`src/imuca_pkg.sv`:
```
// ----------------------------------------------------------------------------
// imuca_pkg
// Shared types and constants for the complementary attitude filter core.
// ----------------------------------------------------------------------------
package imuca_pkg;

	localparam int CNT_W       = 6;
	localparam int ATAN_LEN    = 24;
	localparam int SQRT_STEPS  = 24;
	localparam int RAD_W       = 48;
	localparam int GP_W        = 34;
	localparam int ST_W        = 32;
	localparam int OUT_W       = 25;
	localparam int PROD_W      = 43;
	localparam int DIVISOR     = 125;

	localparam logic [32:0] GRAV_LO = 33'd136771184;
	localparam logic [32:0] GRAV_HI = 33'd628030946;
	localparam logic [16:0] WEIGHT_ONE   = 17'd65536;
	localparam logic [16:0] WEIGHT_RESET = 17'd65405;

	// configuration register indexes
	localparam logic [1:0] REG_BIAS_X = 2'd0;
	localparam logic [1:0] REG_BIAS_Y = 2'd1;
	localparam logic [1:0] REG_BIAS_Z = 2'd2;
	localparam logic [1:0] REG_WEIGHT = 2'd3;

	// atan(2^-i) in degrees, 24 fraction bits
	localparam logic [31:0] ATAN_TAB [ATAN_LEN] = '{
		32'd754974720, 32'd445687602, 32'd235489088, 32'd119537938,
		32'd60000934, 32'd30029717, 32'd15018523, 32'd7509720,
		32'd3754917, 32'd1877466, 32'd938734, 32'd469367,
		32'd234684, 32'd117342, 32'd58671, 32'd29335,
		32'd14668, 32'd7334, 32'd3667, 32'd1833,
		32'd917, 32'd458, 32'd229, 32'd115
	};

	typedef enum logic [3:0] {
		ST_IDLE,
		ST_PREP1,
		ST_PREP2,
		ST_PREP3,
		ST_ITER,
		ST_CLOAD,
		ST_CORD,
		ST_ANGLE,
		ST_MUL,
		ST_FIN
	} state_t;

	typedef struct packed {
		logic             load;
		logic             prep1;
		logic             prep2;
		logic             prep3;
		logic             iter;
		logic             cload;
		logic             cord;
		logic             angle;
		logic             mul;
		logic             commit;
		logic [CNT_W-1:0] cnt;
	} dp_cmd_t;

endpackage

```
`src/imuca_ctrl.sv`:
```
// ----------------------------------------------------------------------------
// imuca_ctrl
// Sequencer for one sample: prepare, root and divide, cordic, blend, commit.
// ----------------------------------------------------------------------------
module imuca_ctrl import imuca_pkg::*; #(
	parameter int CORDIC_STEPS    = 16
) (
	input  logic    clk,
	input  logic    arst_n,
	input  logic    s_tvalid,
	output logic    s_tready,
	output logic    m_tvalid,
	input  logic    m_tready,
	output dp_cmd_t cmd
);

	localparam int ITER_N = SQRT_STEPS;

	state_t           state_q, state_d;
	logic [CNT_W-1:0] cnt_q, cnt_d;
	logic             mvalid_q, mvalid_d;

	always_ff @(posedge clk or negedge arst_n) begin
		if (!arst_n) begin
			state_q  <= ST_IDLE;
			cnt_q    <= '0;
			mvalid_q <= 1'b0;
		end else begin
			state_q  <= state_d;
			cnt_q    <= cnt_d;
			mvalid_q <= mvalid_d;
		end
	end

	always_comb begin
		state_d    = state_q;
		cnt_d      = cnt_q;
		cmd        = '0;
		cmd.cnt    = cnt_q;
		s_tready   = (state_q == ST_IDLE);
		mvalid_d   = mvalid_q && !m_tready;
		case (state_q)
			ST_IDLE: begin
				if (s_tvalid) begin
					cmd.load = 1'b1;
					state_d  = ST_PREP1;
				end
			end
			ST_PREP1: begin
				cmd.prep1 = 1'b1;
				state_d   = ST_PREP2;
			end
			ST_PREP2: begin
				cmd.prep2 = 1'b1;
				state_d   = ST_PREP3;
			end
			ST_PREP3: begin
				cmd.prep3 = 1'b1;
				cnt_d     = '0;
				state_d   = ST_ITER;
			end
			ST_ITER: begin
				cmd.iter = 1'b1;
				if (cnt_q == CNT_W'(ITER_N - 1)) begin
					cnt_d   = '0;
					state_d = ST_CLOAD;
				end else begin
					cnt_d = cnt_q + 1'b1;
				end
			end
			ST_CLOAD: begin
				cmd.cload = 1'b1;
				cnt_d     = '0;
				state_d   = ST_CORD;
			end
			ST_CORD: begin
				cmd.cord = 1'b1;
				if (cnt_q == CNT_W'(CORDIC_STEPS - 1)) begin
					cnt_d   = '0;
					state_d = ST_ANGLE;
				end else begin
					cnt_d = cnt_q + 1'b1;
				end
			end
			ST_ANGLE: begin
				cmd.angle = 1'b1;
				state_d   = ST_MUL;
			end
			ST_MUL: begin
				cmd.mul = 1'b1;
				state_d = ST_FIN;
			end
			ST_FIN: begin
				// wait until the output register is free
				if (!mvalid_q || m_tready) begin
					cmd.commit = 1'b1;
					mvalid_d   = 1'b1;
					state_d    = ST_IDLE;
				end
			end
			default: begin
				state_d = ST_IDLE;
			end
		endcase
	end

	assign m_tvalid = mvalid_q;

endmodule

```
`config.mk`:
```
export PLATFORM = sky130hd
export DESIGN_NAME = imuca_ctrl
export DESIGN_NICKNAME = d
export VERILOG_FILES = /design/src/imuca_pkg.sv /design/src/imuca_ctrl.sv
export SDC_FILE = /design/constraint.sdc
export NUM_CORES = 1
export LEC_CHECK = 0
export ABC_AREA = 1
export BUFFER_PORTS_ARGS = -buffer_cell sky130_fd_sc_hd__buf_2
export CAP_MARGIN = 20
export CORE_MARGIN = 2
export CORE_UTILIZATION = 53
export DETAILED_ROUTE_END_ITERATION = 16
export GPL_ROUTABILITY_DRIVEN = 0
export PLACE_DENSITY_LB_ADDON = 0.25
export SLEW_MARGIN = 5
export SYNTH_ARGS = -nofsm -noshare
export SYNTH_HDL_FRONTEND = slang
export SYNTH_SLANG_ARGS = --single-unit
```
`constraint.sdc`:
```
create_clock -name clk -period 1.9 [get_ports clk]
set_input_delay 0.285 -clock clk [delete_from_list [all_inputs] [get_ports clk]]
set_output_delay 0.285 -clock clk [all_outputs]
set_load 0.02 [all_outputs]
```
Word-level counts from Yosys, hierarchy flattened

Index checks and enable logic that the tools add are counted.
Widths: inputs -> output; s select.

Register bits: 11
Output and inout port bits: 18

Add/subtract/negate cells: 1
Equality and inequality tests: 15
Multiplexer cells: 22
Reduce and logical (&&, ||, !) cells: 8

Operators with widths:

| cell                | count |
|---|---|
| $pmux 4 s10         | 1 |
| $pmux 6 s3          | 1 |
| $eq 4x3->1 const B  | 4 |
| $mux 4              | 4 |
| $mux 1              | 14 |
| $mux 6              | 2 |
| $eq 4x2->1 const B  | 2 |
| $eq 4x4->1 const B  | 2 |
| $ne 2x2->1 const B  | 4 |
| $add 6x1->6 const B | 1 |
| $eq 6x4->1 const B  | 1 |
| $eq 6x5->1 const B  | 1 |
| $eq 4x1->1 const B  | 1 |
| $logic_not 4->1     | 1 |
| $reduce_and 4->1    | 1 |
| $reduce_bool 3->1   | 1 |
| $logic_not 1->1     | 2 |
| $reduce_or 2->1     | 1 |
| $logic_and 1x1->1   | 1 |
| $logic_or 1x1->1    | 1 |

Longest topological paths before layout

Gate-level depths: netlist of the first run.

Word-level depth: 4
Gate-level depth with buffers: 9
Gate-level depth less buffers: 9

Least setup slack after synthesis of the first run

OpenSTA, ideal clock, no wires.

Path type: flip-flop to flip-flop
Start point: register cnt_q[1]
End point: register cnt_q[0]
Library setup time: 0.121 ns
Data arrival time: 1.229 ns
Slack: 0.550 ns
Cell stages (with the launch flop): 9
Path buffers: 0
Period minus slack after synthesis: 1.350 ns
Cell sequence: dfrtp_1 -> ha_1 -> nand3_1 -> nor2_1 -> inv_1 -> nand2_1 -> nand2_1 -> nand2_1 -> o21ai_1

Cells in the longest elaborated chain, start to end: 3
Elaborated cells between the ends (all ways): 5
Classes of those cells: eq/ne: 2; mux: 3

Ends and longest elaborated chain:

| what                                     | RTL line                           | text |
|---|---|---|
| from (decl)                              | imuca_ctrl.sv:20                   | `logic [CNT_W-1:0] cnt_q, cnt_d;` |
| from (signal assigned)                   | imuca_ctrl.sv:30                   | `cnt_q <= cnt_d;` |
| $eq 6x4->1 or $eq 6x5->1 (tied branches) | imuca_ctrl.sv:78, imuca_ctrl.sv:64 |  |
| $mux 6, on equally long branches         | imuca_ctrl.sv:78, imuca_ctrl.sv:64 |  |
| $pmux 6 s3 *                             | imuca_ctrl.sv:42                   | `case (state_q)` |

Mark *: on every way between the ends. The rest lies on a longest branch, timed or not.
A chain may end at the register's enable or synchronous reset.

==> results of run 1 <==
==> registers in the layout (all words and copies together) (netlist names) <==
name / flops
cnt_q: 6
m_tvalid: 1
state_q: 4
==> worst min path at each step <==
stage	slack (ns)	end	cells after the start
global route	0.31	m_tvalid	4
CTS	0.28	m_tvalid	4
finish	0.28	m_tvalid	4
detailed placement	0.17	state_q[3]	1
global placement	0.17	state_q[3]	1
floorplan	-0.01	cnt_q[0]	0
==> through the flow <==
step | power [W] | hold WS [ns]
2_1_floorplan | 0.00110 | -0.0106
3_3_place_gp | 0.00132 | 0.165
3_5_place_dp | 0.00133 | 0.166
4_1_cts | 0.00150 | 0.275
5_1_grt | 0.00164 | 0.314
6_report | 0.00149 | 0.280
==> worst max-delay path, delay by kind of cell, from the launching register on <==
family	cells	cell delay, ns
DFF	1	0.40
buffers and inverters	2	0.27
AOI/OAI and AO/OA	1	0.14
and+or+nand+nor	2	0.28
==> area by class of cell <==
class	count	area (um2)	area share (%)
clock buffers	4	26.3	2.83
multi-input cells	92	423	45.6
well taps	15	18.8	2.02
inverters	18	70.1	7.55
repair buffers	22	115	12.4
flip-flops and latches	11	275	29.6
==> cells in the mapped netlist <==
cell / instances / area, um2
a21oi_1: 3 / 15.0
buf_2: 1 / 5.00
dfrtp_1: 11 / 275
ha_1: 1 / 12.5
inv_1: 16 / 60.1
inv_2: 1 / 3.75
inv_4: 1 / 6.26
nand2_1: 40 / 150
nand2_2: 1 / 6.26
nand2_4: 2 / 22.5
nand3_1: 6 / 30.0
nand4_1: 4 / 25.0
nor2_1: 23 / 86.3
nor2_2: 5 / 31.3
nor2_4: 1 / 11.3
nor3_1: 2 / 10.0
o211ai_1: 1 / 7.51
o21ai_0: 1 / 5.00
o21ai_1: 2 / 10.0
==> routing by layer <==
metal,up-vias,wire length [um]
li1,426,-
met1,368,824
met2,29,769
met3,2,128
met4,0,12
met5,-,0
==> what timing repair did <==
action / 4_1_cts / 5_1_grt
endpoints found under the hold margin: 11 / 0
hold buffers: 1 / 0
endpoints found under the setup margin: 0 / 0
==> where the power goes <==
group	switching [W]	total [W]	internal, W
combinational	0.000615	0.000894	0.000279
sequential	0.000119	0.000435	0.000317
clock	0.0000771	0.000158	0.0000813
total	0.000811	0.00149	0.000677
==> cell families after synthesis <==
| family | share of synthesized area [%] |
|---|---|
| flops | 35.6 |
| simple gates | 48.2 |
| buf+inv | 9.71 |
| compound gates | 4.85 |
| fa+ha+maj | 1.62 |
==> flow_metrics.py, run 1 <==
metrics = {
    "clocking": {
        "cts_max_level": 1,
        "cts_buffers": 3,
        "cts_buffer_depth": 2,
        "post_cts_resized": 0,
        "clkLatencyLatePin_ns": 0.27,
        "cts_sinks": 11,
        "cts_tree": "built",
        "clk_pin_slew_ns": 0.07,
        "cts_root_buf": "clkbuf_4",
        "post_cts_buffers": 0,
    },
    "critical_path": {
        "path_class": "reg2out",
        "r2r_start": "cnt_q[0]",
        "start_kind": "flip-flop",
        "path_cells": "inv_1 > nor2_1 > nand3_1 > a21oi_1 > buf_2",
        "rr_worst_depth": 8,
        "cp-endpoint": "cmd[6]",
        "slowest_delay_ns": 0.40,
        "r2r_slack_ns": 0.54,
        "worst_ep_arrival_time_ns": 1.34,
        "path_max_fanout": 4,
        "crit_slowest_cell": "dfrtp_1",
        "r2r_end": "cnt_q[0]",
        "startpoint": "state_q[0]",
        "worst_ep_required_time_ns": 1.62,
        "end_kind": "output port",
    },
    "run_status": {
        "status": "finished clean",
    },
    "power": {
        "power_density_nw_per_um2": 1600,
        "irDropWorstVdd_mv": 0.771,
        "p_leak_nw": 0.554,
    },
    "placement": {
        "hpwlAfterDp_mm": 1.34,
        "place.port_buffers": 21,
        "post-place-ws_ns": 0.562,
        "dp.cells": 157,
        "post_dp_cell_area_um2": 892,
    },
    "timing": {
        "fmax_mhz": 614,
        "hold_violations": 0,
        "max_slew_margin_pct": 81.9,
        "rsz0062_at_grt": "false",
        "worstMarginPinSlew_ns": 0.271,
        "fin_worst_skew_ns": 0.00243,
        "slew_violations": 0,
        "setup_viol": 0,
        "post-route-period-util_pct": 85.7,
        "finalSetupTns_ns": 0,
        "period_needed_ns": 1.63,
        "timing.final.ws_setup_ns": 0.272,
    },
    "floorplanning": {
        "die_y_um": 42.2,
        "start_util_pct": 58.0,
        "die-area_um2": 1780,
        "fp.dieW_um": 42.2,
        "core_region_area_um2": 1330,
        "ios": 22,
        "rows": 13,
    },
    "global_route": {
        "grt_use_total_pct": 21.9,
        "met2_usage_pct": 32.6,
        "grt-ovfl-total": 0,
        "grt_pass1_wl_mm": 2.99,
        "met3_usage_pct": 3.88,
        "met1_usage_pct": 31.1,
        "antenna_found_initial": 0,
        "busiest_layer": "met2",
        "grt_start_max_net_pins": 12,
        "grt_pass1_vias": 729,
    },
    "cells_and_area": {
        "drive_gt1_share_pct": 23.8,
        "instances_no_fill": 162,
        "nFillCells": 125,
        "fin_util_pct": 69.6,
        "antenna_cells": 0,
        "syn2layout_area_growth_pct": 20.1,
        "final_common_cell": "nand2_1",
        "fin_area_um2": 928,
        "mostFrequentLayoutCells": "nand2_1 (40), nor2_1 (23), buf_2 (21)",
        "fin_nets": 153,
    },
    "drt": {
        "via_per_inst": 5.09,
        "ant_nets": 0,
        "vias": 825,
        "wirelength_mm": 1.74,
        "remaining_drc_errors": 0,
        "post_drt_wl_per_cell_um": 10.7,
        "drt_iter0_markers": 23,
        "first_pass_iters": 4,
    },
    "hold_path": {
        "worstHoldStart": "m_tready",
        "hp-class": "in2reg",
    },
    "synthesis": {
        "avgSynthCellArea_um2": 6.34,
        "syn_area_um2": 773,
        "syn_nets": 127,
        "seq_area_frac_synth_pct": 35.6,
        "yosysWarnings": 0,
        "synth_cells": 122,
        "synth.distinct_cells": 19,
        "ys_ff_latch": 11,
    },
    "job": {
        "maxCapViolCount": 0,
    },
}
Power figures use the tool's default switching activity.
==> run 2, diff against run 1 <==
Settings changed: CORE_MARGIN 2 to 1.5, RECOVER_POWER set to 100.
==> flow_metrics.py, run 2 (synthesis gave the netlist of run 1 again) <==
metrics = {
    "run_status": {
        "status": "finished clean",
    },
    "power": {
        "power_density_nw_per_um2": 1600,
        "irDropWorstVdd_mv": 0.872,
        "p_leak_nw": 0.488,
        "finalPower_w": 0.00144,
    },
    "floorplanning": {
        "rows": 13,
        "fp.dieW_um": 41.2,
        "ios": 22,
        "die-area_um2": 1700,
        "core_region_area_um2": 1330,
        "start_util_pct": 58.0,
        "die_y_um": 41.2,
    },
    "timing": {
        "worstMarginPinSlew_ns": 0.606,
        "slew_violations": 0,
        "max_slew_margin_pct": 59.6,
        "hold_violations": 0,
        "post-route-period-util_pct": 92.6,
        "period_needed_ns": 1.76,
        "fmax_mhz": 568,
        "hold_ws_ns": 0.279,
        "finalSetupTns_ns": 0,
        "rsz0062_at_grt": "false",
        "setup_viol": 0,
        "fin_worst_skew_ns": 0.000376,
    },
    "critical_path": {
        "worst_ep_required_time_ns": 1.62,
        "end_kind": "output port",
        "crit_slowest_cell": "dfrtp_1",
        "startpoint": "state_q[3]",
        "worst_ep_arrival_time_ns": 1.47,
        "path_cells": "inv_1 > nand2_4 > nor2_1 > buf_2",
        "slowest_delay_ns": 0.44,
        "path_max_fanout": 6,
        "path_class": "reg2out",
        "r2r_start": "state_q[3]",
        "start_kind": "flip-flop",
    },
    "clocking": {
        "post_cts_buffers": 0,
        "cts_tree": "built",
        "postCtsHoldBufs": 1,
        "cts_buffers": 3,
        "cts_max_level": 1,
        "clkLatencyLatePin_ns": 0.27,
        "cts_root_buf": "clkbuf_4",
        "cts_buffer_depth": 2,
        "clk_pin_slew_ns": 0.07,
        "post_cts_resized": 0,
        "cts_sinks": 11,
    },
    "drt": {
        "first_pass_iters": 4,
        "ant_nets": 0,
        "wirelength_mm": 1.86,
        "remaining_drc_errors": 0,
        "drt_iter0_markers": 41,
        "post_drt_wl_per_cell_um": 11.5,
        "vias": 850,
        "via_per_inst": 5.25,
    },
    "cells_and_area": {
        "fin_nets": 153,
        "antenna_cells": 0,
        "top_register": "cnt_q",
        "fin_area_um2": 896,
        "final_common_cell": "nand2_1",
        "nFillCells": 138,
        "instances_no_fill": 162,
        "drive_gt1_share_pct": 10.2,
        "largest_reg_flops": 6,
        "mostFrequentLayoutCells": "nand2_1 (41), nor2_1 (25), inv_1 (17), clkbuf_1 (17), dfrtp_1 (11)",
        "syn2layout_area_growth_pct": 15.9,
    },
    "placement": {
        "dp.cells": 157,
        "hpwlAfterDp_mm": 1.41,
        "post_dp_cell_area_um2": 892,
        "place.port_buffers": 21,
    },
    "global_route": {
        "grt_pass1_vias": 694,
        "grt_use_total_pct": 25.5,
        "grt-ovfl-total": 0,
        "antenna_found_initial": 0,
        "grt_pass1_wl_mm": 2.75,
        "grt_start_max_net_pins": 12,
    },
    "hold_path": {
        "hp-class": "in2reg",
        "worstHoldStart": "m_tready",
    },
    "job": {
        "maxCapViolCount": 0,
    },
}
## run 2: metrics by stage
stage / util [%] / setup slack [ns]
global placement: 66.9 / 0.598
global route: 67.2 / 0.0774
floorplan: - / 0.550
finish: 67.2 / 0.140
CTS: 69.6 / 0.249
detailed placement: 66.9 / 0.547
## run 2: area by class of cell
cell class                 instances  area (um2)  area share, %
tap                               15        18.8           2.09
timing repair buffer              22        95.1           10.6
sequential                        11         275           30.7
inverter                          18        70.1           7.82
clock buffer                       4        26.3           2.93
multi-input combinational         92         410           45.8
## run 2: final timing paths
path	cells past startpoint	slack [ns]	end
max in group asynchronous	2	0.96	cnt_q[5]
hold / removal	4	0.28	m_tvalid
setup / recovery	4	0.14	cmd[11]
setup reg to reg	8	0.32	cnt_q[2]
min in group asynchronous	2	0.55	state_q[0]
hold reg to reg	2	0.54	m_tvalid
## run 2: worst max-delay path, delay by kind of cell (launching register included)
| family | cells | cell delay [ns] |
|---|---|---|
| buffers and inverters | 2 | 0.40 |
| DFF | 1 | 0.44 |
| and+or+nand+nor | 2 | 0.37 |
## run 2: metal layers
layer | vias to the layer above | wire, um | track usage [%]
met4 | 0 | 13 | 9.68
met1 | 384 | 855 | 31.3
met3 | 3 | 133 | 4.89
met2 | 37 | 856 | 43.4
li1 | 426 | - | -
met5 | - | 0 | 0
## run 2: where the power goes
part	internal, W	leakage (nW)	switching, W	total [W]
Combinational	0.000233	0.328	0.000612	0.000846
Clock	0.0000813	0.0150	0.0000795	0.000161
Sequential	0.000317	0.145	0.000114	0.000431
